### config.mk
export PLATFORM = sky130hd
export DESIGN_NAME = ffsra_ctrl
export DESIGN_NICKNAME = d
export VERILOG_FILES = /design/src/ffsra_pkg.sv /design/src/ffsra_ctrl.sv
export SDC_FILE = /design/constraint.sdc
export NUM_CORES = 1
export LEC_CHECK = 0
export BUFFER_PORTS_ARGS = -buffer_cell sky130_fd_sc_hd__buf_2
export CORE_MARGIN = 1
export CORE_UTILIZATION = 30
export CTS_CLUSTER_DIAMETER = 200
export DETAILED_ROUTE_END_ITERATION = 6
export SKIP_CTS_REPAIR_TIMING = 1
export SYNTH_ARGS = -nofsm -noshare
export SYNTH_HDL_FRONTEND = slang
export SYNTH_SLANG_ARGS = --single-unit
### constraint.sdc
create_clock -name clk_i -period 2.05 [get_ports clk_i]
set_input_delay 0.615 -clock clk_i [delete_from_list [all_inputs] [get_ports clk_i]]
set_output_delay 0.615 -clock clk_i [all_outputs]
set_load 0.02 [all_outputs]
### src/ffsra_pkg.sv
// Shared constants, codes and controller/datapath interface types of the slot and room assigner.
`default_nettype none

package ffsra_pkg;

  localparam int COURSES = 1024;
  localparam int ROOMS   = 32;
  localparam int SLOTS   = 4096;

  localparam int CIDX_W    = 10;
  localparam int RIDX_W    = 5;
  localparam int SIDX_W    = 12;
  localparam int SLOT_W    = 13;
  localparam int RCNT_W    = 6;
  localparam int CCNT_W    = 11;
  localparam int AMT_W     = 16;
  localparam int ACT_W     = 3;
  localparam int STAT_W    = 2;
  localparam int TAG_W     = 8;
  localparam int CFG_IDX_W = 2;

  localparam logic [ACT_W-1:0] ACT_SIZE     = 3'd0;
  localparam logic [ACT_W-1:0] ACT_CONFLICT = 3'd1;
  localparam logic [ACT_W-1:0] ACT_ROOM     = 3'd2;
  localparam logic [ACT_W-1:0] ACT_CLEAR    = 3'd3;
  localparam logic [ACT_W-1:0] ACT_ASSIGN   = 3'd4;

  localparam logic [STAT_W-1:0] STAT_DONE   = 2'd0;
  localparam logic [STAT_W-1:0] STAT_NOSLOT = 2'd1;
  localparam logic [STAT_W-1:0] STAT_BAD    = 2'd2;

  localparam logic [CFG_IDX_W-1:0] CFG_COURSES = 2'd0;
  localparam logic [CFG_IDX_W-1:0] CFG_ROOMS   = 2'd1;

  localparam logic [SLOT_W-1:0] SLOT_NONE  = SLOT_W'(SLOTS + 1);
  localparam logic [SLOT_W-1:0] SLOT_MAX   = SLOT_W'(SLOTS);
  localparam logic [SLOT_W-1:0] SCAN_END   = SLOT_W'(COURSES);
  localparam logic [SLOT_W-1:0] SWEEP_LAST = SLOT_W'(SLOTS - 1);

  localparam logic [TAG_W-1:0] TAG_FIRST = 8'd1;
  localparam logic [TAG_W-1:0] TAG_LAST  = 8'd254;

  typedef struct packed {
    logic capture;
    logic eval;
    logic conf2;
    logic scan;
    logic search;
    logic sweep;
    logic clr_conf;
    logic clr_run;
    logic cnt_inc;
    logic cnt_clr;
    logic load_out;
  } cmd_t;

  typedef struct packed {
    logic [ACT_W-1:0] act;
    logic             ok;
    logic             scan_done;
    logic             hit;
    logic             miss;
    logic             sweep_last;
    logic             tag_last;
    logic             out_free;
  } sts_t;

endpackage

`default_nettype wire

### src/ffsra_ctrl.sv
// Controller state machine that sequences every item through the datapath.
`default_nettype none

module ffsra_ctrl (
  input  logic            clk_i,
  input  logic            rst_ni,
  input  logic            in_valid_i,
  output logic            in_ready_o,
  input  ffsra_pkg::sts_t sts_i,
  output ffsra_pkg::cmd_t cmd_o
);
  import ffsra_pkg::*;

  typedef enum logic [3:0] {
    S_INIT, S_IDLE, S_LOOK, S_EVAL, S_CONF2, S_SCAN, S_SEARCH, S_CLEAR, S_TAGS, S_RESP
  } state_e;

  state_e state_q, state_d;

  always_comb begin
    state_d    = state_q;
    cmd_o      = '0;
    in_ready_o = (state_q == S_IDLE);
    case (state_q)
      S_INIT: begin
        cmd_o.sweep    = 1'b1;
        cmd_o.clr_conf = 1'b1;
        cmd_o.clr_run  = 1'b1;
        cmd_o.cnt_inc  = 1'b1;
        if (sts_i.sweep_last) begin
          cmd_o.cnt_clr = 1'b1;
          state_d       = S_IDLE;
        end
      end
      S_IDLE: begin
        if (in_valid_i) begin
          cmd_o.capture = 1'b1;
          state_d       = S_LOOK;
        end
      end
      S_LOOK: state_d = S_EVAL;
      S_EVAL: begin
        cmd_o.eval    = 1'b1;
        cmd_o.cnt_clr = 1'b1;
        if (!sts_i.ok) begin
          state_d = S_RESP;
        end else begin
          case (sts_i.act)
            ACT_CONFLICT: state_d = S_CONF2;
            ACT_CLEAR:    state_d = S_CLEAR;
            ACT_ASSIGN:   state_d = S_SCAN;
            default:      state_d = S_RESP;
          endcase
        end
      end
      S_CONF2: begin
        cmd_o.conf2 = 1'b1;
        state_d     = S_RESP;
      end
      S_SCAN: begin
        cmd_o.scan    = 1'b1;
        cmd_o.cnt_inc = 1'b1;
        if (sts_i.scan_done) begin
          cmd_o.cnt_clr = 1'b1;
          state_d       = S_SEARCH;
        end
      end
      S_SEARCH: begin
        cmd_o.search  = 1'b1;
        cmd_o.cnt_inc = 1'b1;
        if (sts_i.hit || sts_i.miss) begin
          cmd_o.cnt_clr = 1'b1;
          state_d       = sts_i.tag_last ? S_TAGS : S_RESP;
        end
      end
      S_CLEAR: begin
        cmd_o.sweep   = 1'b1;
        cmd_o.clr_run = 1'b1;
        cmd_o.cnt_inc = 1'b1;
        if (sts_i.sweep_last) begin
          cmd_o.cnt_clr = 1'b1;
          state_d       = S_RESP;
        end
      end
      S_TAGS: begin
        cmd_o.sweep   = 1'b1;
        cmd_o.cnt_inc = 1'b1;
        if (sts_i.sweep_last) begin
          cmd_o.cnt_clr = 1'b1;
          state_d       = S_RESP;
        end
      end
      S_RESP: begin
        if (sts_i.out_free) begin
          cmd_o.load_out = 1'b1;
          state_d        = S_IDLE;
        end
      end
      default: state_d = S_IDLE;
    endcase
  end

  always_ff @(posedge clk_i or negedge rst_ni) begin
    if (!rst_ni) begin
      state_q <= S_INIT;
    end else begin
      state_q <= state_d;
    end
  end

endmodule

`default_nettype wire

==> impl_metrics.prom <==
# TYPE chip_impl_metric gauge
chip_impl_info{name="tritoncts",value="built"} 1
chip_impl_info{name="synthTopCellsByArea",value="sky130_fd_sc_hd__dfrtp_1, sky130_fd_sc_hd__nand2b_1, sky130_fd_sc_hd__nor3_1"} 1
chip_impl_metric{name="critPathArrivalTime",unit="ps"} 1440
chip_impl_metric{name="ctsLongestPathBuffers",unit=""} 2
chip_impl_metric{name="finalCriticalPeriod",unit="ps"} 2050
chip_impl_metric{name="sw_frac_of_total",unit="%"} 47.4
chip_impl_metric{name="layout.nets",unit=""} 105
chip_impl_metric{name="power_switching",unit="mW"} 0.522
chip_impl_info{name="timing.hold.worst.class",value="primary input to async pin"} 1
chip_impl_metric{name="critical_path.max_fanout",unit=""} 7
chip_impl_metric{name="clock_insertion_delay_worst_skew",unit="ps"} 230
chip_impl_metric{name="via_count",unit=""} 561
chip_impl_metric{name="place.gp.congestion",unit=""} 0.747
chip_impl_info{name="cp-end-kind",value="primary output"} 1
chip_impl_metric{name="drc",unit=""} 0
chip_impl_metric{name="coreArea",unit="sq um"} 1370
chip_impl_metric{name="num_io_pins",unit=""} 25
chip_impl_metric{name="slew_viol_final",unit=""} 0
chip_impl_metric{name="first_iteration_detailed_routing_drc_count",unit=""} 12
chip_impl_metric{name="final_min_period_over_clock_period",unit="%"} 100
chip_impl_info{name="clock-root-buffer",value="sky130_fd_sc_hd__clkbuf_4"} 1
chip_impl_metric{name="mappedNetlistNets",unit=""} 72
chip_impl_metric{name="hold_viol",unit=""} 0
chip_impl_metric{name="maxClockFrequency",unit="GHz"} 0.487
chip_impl_metric{name="seq_area_frac_synth",unit="%"} 21.6
chip_impl_info{name="top_register",value="state_q"} 1
chip_impl_metric{name="largest_register_ff_count",unit=""} 4
chip_impl_info{name="crit_path_start_kind",value="register"} 1
chip_impl_info{name="setup_repair_after_global_routing_missed_its_margin",value="yes"} 1
chip_impl_metric{name="drt_pre_antenna_iters",unit=""} 3
chip_impl_metric{name="max_cap_viol_count",unit=""} 0
chip_impl_metric{name="syn-cell-area",unit="sq um"} 463
chip_impl_metric{name="dpl.cell_count",unit=""} 100
chip_impl_metric{name="synthesized_flop_and_latch_total",unit=""} 4
chip_impl_info{name="run_status",value="complete, but fails checks"} 1
chip_impl_metric{name="timing.final.ws_setup",unit="ps"} -3.79
chip_impl_metric{name="grt_pass1_vias",unit=""} 396
chip_impl_metric{name="grt_start_max_net_pins",unit=""} 15
chip_impl_metric{name="die-area",unit="sq um"} 1700
chip_impl_metric{name="power.density_cell_area",unit="nW/um^2"} 1550
chip_impl_info{name="reg.largest.list",value="state_q (4)"} 1
chip_impl_metric{name="route.final.wire_length",unit="mm"} 1.26
chip_impl_metric{name="std_cell_rows",unit=""} 13
chip_impl_metric{name="globalRoute.totalOverflow",unit=""} 0
chip_impl_metric{name="die_h",unit="um"} 41.3
chip_impl_metric{name="vias_per_cell",unit=""} 5.34
chip_impl_metric{name="worst_pin_slew",unit="ps"} 344
chip_impl_metric{name="cts.clk_slew.worst_paths",unit="ps"} 30
chip_impl_metric{name="synth_largest_type_area_fraction",unit="%"} 21.6
chip_impl_metric{name="port_buffers",unit=""} 24
chip_impl_metric{name="detailedPlacementHpwl",unit="um"} 979
chip_impl_metric{name="cts_num_sinks",unit=""} 4
chip_impl_info{name="violations_in_the_final_reports",value="negative setup slack"} 1
chip_impl_metric{name="worst_slew_margin_rel",unit="%"} 77.0
chip_impl_metric{name="design_power_total",unit="mW"} 1.10
chip_impl_metric{name="grt_usage",unit="%"} 15.9
chip_impl_info{name="setup.worst_path.class",value="register to primary output"} 1
chip_impl_metric{name="power.static_leakage",unit="nW"} 0.330
chip_impl_metric{name="antennaDiodeCount",unit=""} 0
chip_impl_info{name="leading_area_contributor_after_synthesis",value="sky130_fd_sc_hd__dfrtp_1"} 1
chip_impl_metric{name="final_clock_skew",unit="ps"} 2.79
chip_impl_metric{name="post_syn_instances",unit=""} 59
chip_impl_metric{name="die_w",unit="um"} 41.3
chip_impl_metric{name="drive_gt1_share",unit="%"} 50.0
chip_impl_metric{name="instances_no_fill",unit=""} 105
chip_impl_metric{name="seq_power_share",unit="%"} 15.1
chip_impl_metric{name="setup_viol",unit=""} 1
chip_impl_metric{name="max-vdd-ir-drop",unit="mV"} 0.635
chip_impl_metric{name="intPower",unit="mW"} 0.579
chip_impl_metric{name="synthToLayoutAreaGrowth",unit="%"} 53.2
chip_impl_metric{name="grt_pass1_wl",unit="mm"} 1.68
chip_impl_metric{name="synth.distinct_cells",unit=""} 31
chip_impl_metric{name="synth_area_per_cell",unit="sq um"} 7.85
chip_impl_metric{name="tns",unit="ps"} -3.79
chip_impl_metric{name="final_antenna_net_count",unit=""} 0
chip_impl_metric{name="wl_per_cell",unit="um"} 12.0
chip_impl_metric{name="effective_utilization_at_floorplan",unit="%"} 33.9
chip_impl_metric{name="htree_levels",unit=""} 1
chip_impl_metric{name="combinationalPowerShare",unit="%"} 76.3
chip_impl_metric{name="clock_power_share",unit="%"} 8.6
chip_impl_metric{name="grt_antenna_before_repair",unit=""} 0
chip_impl_metric{name="timing.critical_path.required",unit="ps"} 1430
chip_impl_metric{name="ys.warnings.count",unit=""} 0
chip_impl_metric{name="cts_made_buffers",unit=""} 3
[final cells by class]
| cell class | instances | area, sq um |
|---|---|---|
| fillers | 135 | 657 |
| multi-input cells | 50 | 364 |
| flip-flops and latches | 4 | 103 |
| clock buffers | 3 | 22.5 |
| repair buffers | 32 | 198 |
| inverters | 1 | 3.75 |
| well taps | 15 | 18.8 |
[cells in the final DEF (no fill, tap or decap), drive strengths merged, types with 2 or more instances in the layout]
| cell | netlist | routed |
|---|---|---|
| nor2 | 3 | 3 |
| dfrtp | 4 | 4 |
| nor3b | 2 | 2 |
| nand2 | 5 | 5 |
| a21oi | 3 | 3 |
| nor3 | 4 | 4 |
| clkbuf | 4 | 3 |
| nand2b | 6 | 6 |
| buf | 0 | 32 |
| o21ai | 4 | 4 |
| a211oi | 2 | 2 |
| or3 | 2 | 2 |
| or3b | 2 | 2 |
| nand4b | 2 | 2 |
[through the flow]
| stage | cell area [sq um] | worst slack [ps] | util (%) | hold WS (ps) |
|---|---|---|---|---|
| after global routing | 709 | -87.1 | 51.9 | 176 |
| after global placement | 649 | 144 | 47.5 | 422 |
| after detailed placement | 649 | 107 | 47.5 | 422 |
| final | 709 | -3.79 | 51.9 | 176 |
| after floorplan | 468 | 37.7 | - | 319 |
| after CTS | 672 | -143 | 49.2 | 177 |
[critical path, stage by stage (launching register included)]
cell,delay (ps)
sky130_fd_sc_hd__dfrtp_2,440
sky130_fd_sc_hd__or3_4,400
sky130_fd_sc_hd__o221ai_1,190
sky130_fd_sc_hd__buf_4,170
[synthesized netlist by cell type]
cell / n
sky130_fd_sc_hd__o21ai_0: 4
sky130_fd_sc_hd__nor4_1: 1
sky130_fd_sc_hd__or3_2: 1
sky130_fd_sc_hd__nor3_1: 4
sky130_fd_sc_hd__a21oi_1: 3
sky130_fd_sc_hd__a21o_1: 1
sky130_fd_sc_hd__or3_4: 1
sky130_fd_sc_hd__nor4bb_2: 1
sky130_fd_sc_hd__inv_1: 1
sky130_fd_sc_hd__nand2_1: 5
sky130_fd_sc_hd__mux2_2: 1
sky130_fd_sc_hd__o221ai_1: 1
sky130_fd_sc_hd__nand2b_1: 6
sky130_fd_sc_hd__o41ai_1: 1
sky130_fd_sc_hd__and2_1: 1
sky130_fd_sc_hd__nand3_1: 1
sky130_fd_sc_hd__clkbuf_1: 4
sky130_fd_sc_hd__a211oi_1: 2
sky130_fd_sc_hd__o31ai_1: 1
sky130_fd_sc_hd__o31a_1: 1
sky130_fd_sc_hd__mux2i_1: 1
sky130_fd_sc_hd__a211o_1: 1
sky130_fd_sc_hd__nor3b_1: 1
sky130_fd_sc_hd__o32a_1: 1
sky130_fd_sc_hd__dfrtp_1: 4
sky130_fd_sc_hd__or3b_2: 2
sky130_fd_sc_hd__nor3b_2: 1
sky130_fd_sc_hd__nor2_1: 3
sky130_fd_sc_hd__o2bb2ai_1: 1
sky130_fd_sc_hd__o32ai_1: 1
sky130_fd_sc_hd__nand4b_1: 2
[power by group through the flow]
stage	Sequential (mW)	Clock, mW	Combinational [mW]
2_1_floorplan	0.151	0	0.512
3_3_place_gp	0.154	0	0.778
3_5_place_dp	0.156	0	0.769
4_1_cts	0.155	0.0973	0.777
5_1_grt	0.171	0.102	0.919
6_report	0.166	0.0952	0.840
[per-layer routing]
layer	global-route usage, %	wire (um)	part of all wire (%)
met2	24.6	573	45
met4	12.1	19	1.5
met1	20.1	619	49
met3	1.63	49	3.9
met5	0	0	0
[logic make-up (layout without fill, tap and decap cells)]
family	count (synthesis)	after routing	synth area share [%]
AO/OA/AOI/OAI	18	18	27.6
AND/OR/NAND/NOR	30	30	42.2
buffers and inverters	5	36	4.05
flip-flops	4	4	21.6
multiplexers	2	2	4.59
[path summary, 6_finish.rpt]
check / to / from / slack (ps) / depth (start not counted)
min in group clk_i: state_q[3] / state_q[1] / 710 / 3
setup reg to reg: state_q[0] / state_q[1] / 260 / 5
hold reg to reg: state_q[3] / state_q[1] / 710 / 3
max in group asynchronous: state_q[2] / rst_ni / 1740 / 1
setup / recovery: cmd_o[1] / state_q[1] / -4 / 3
hold / removal: state_q[0] / rst_ni / 180 / 1
Note: power is estimated with default switching activity, not from simulation.
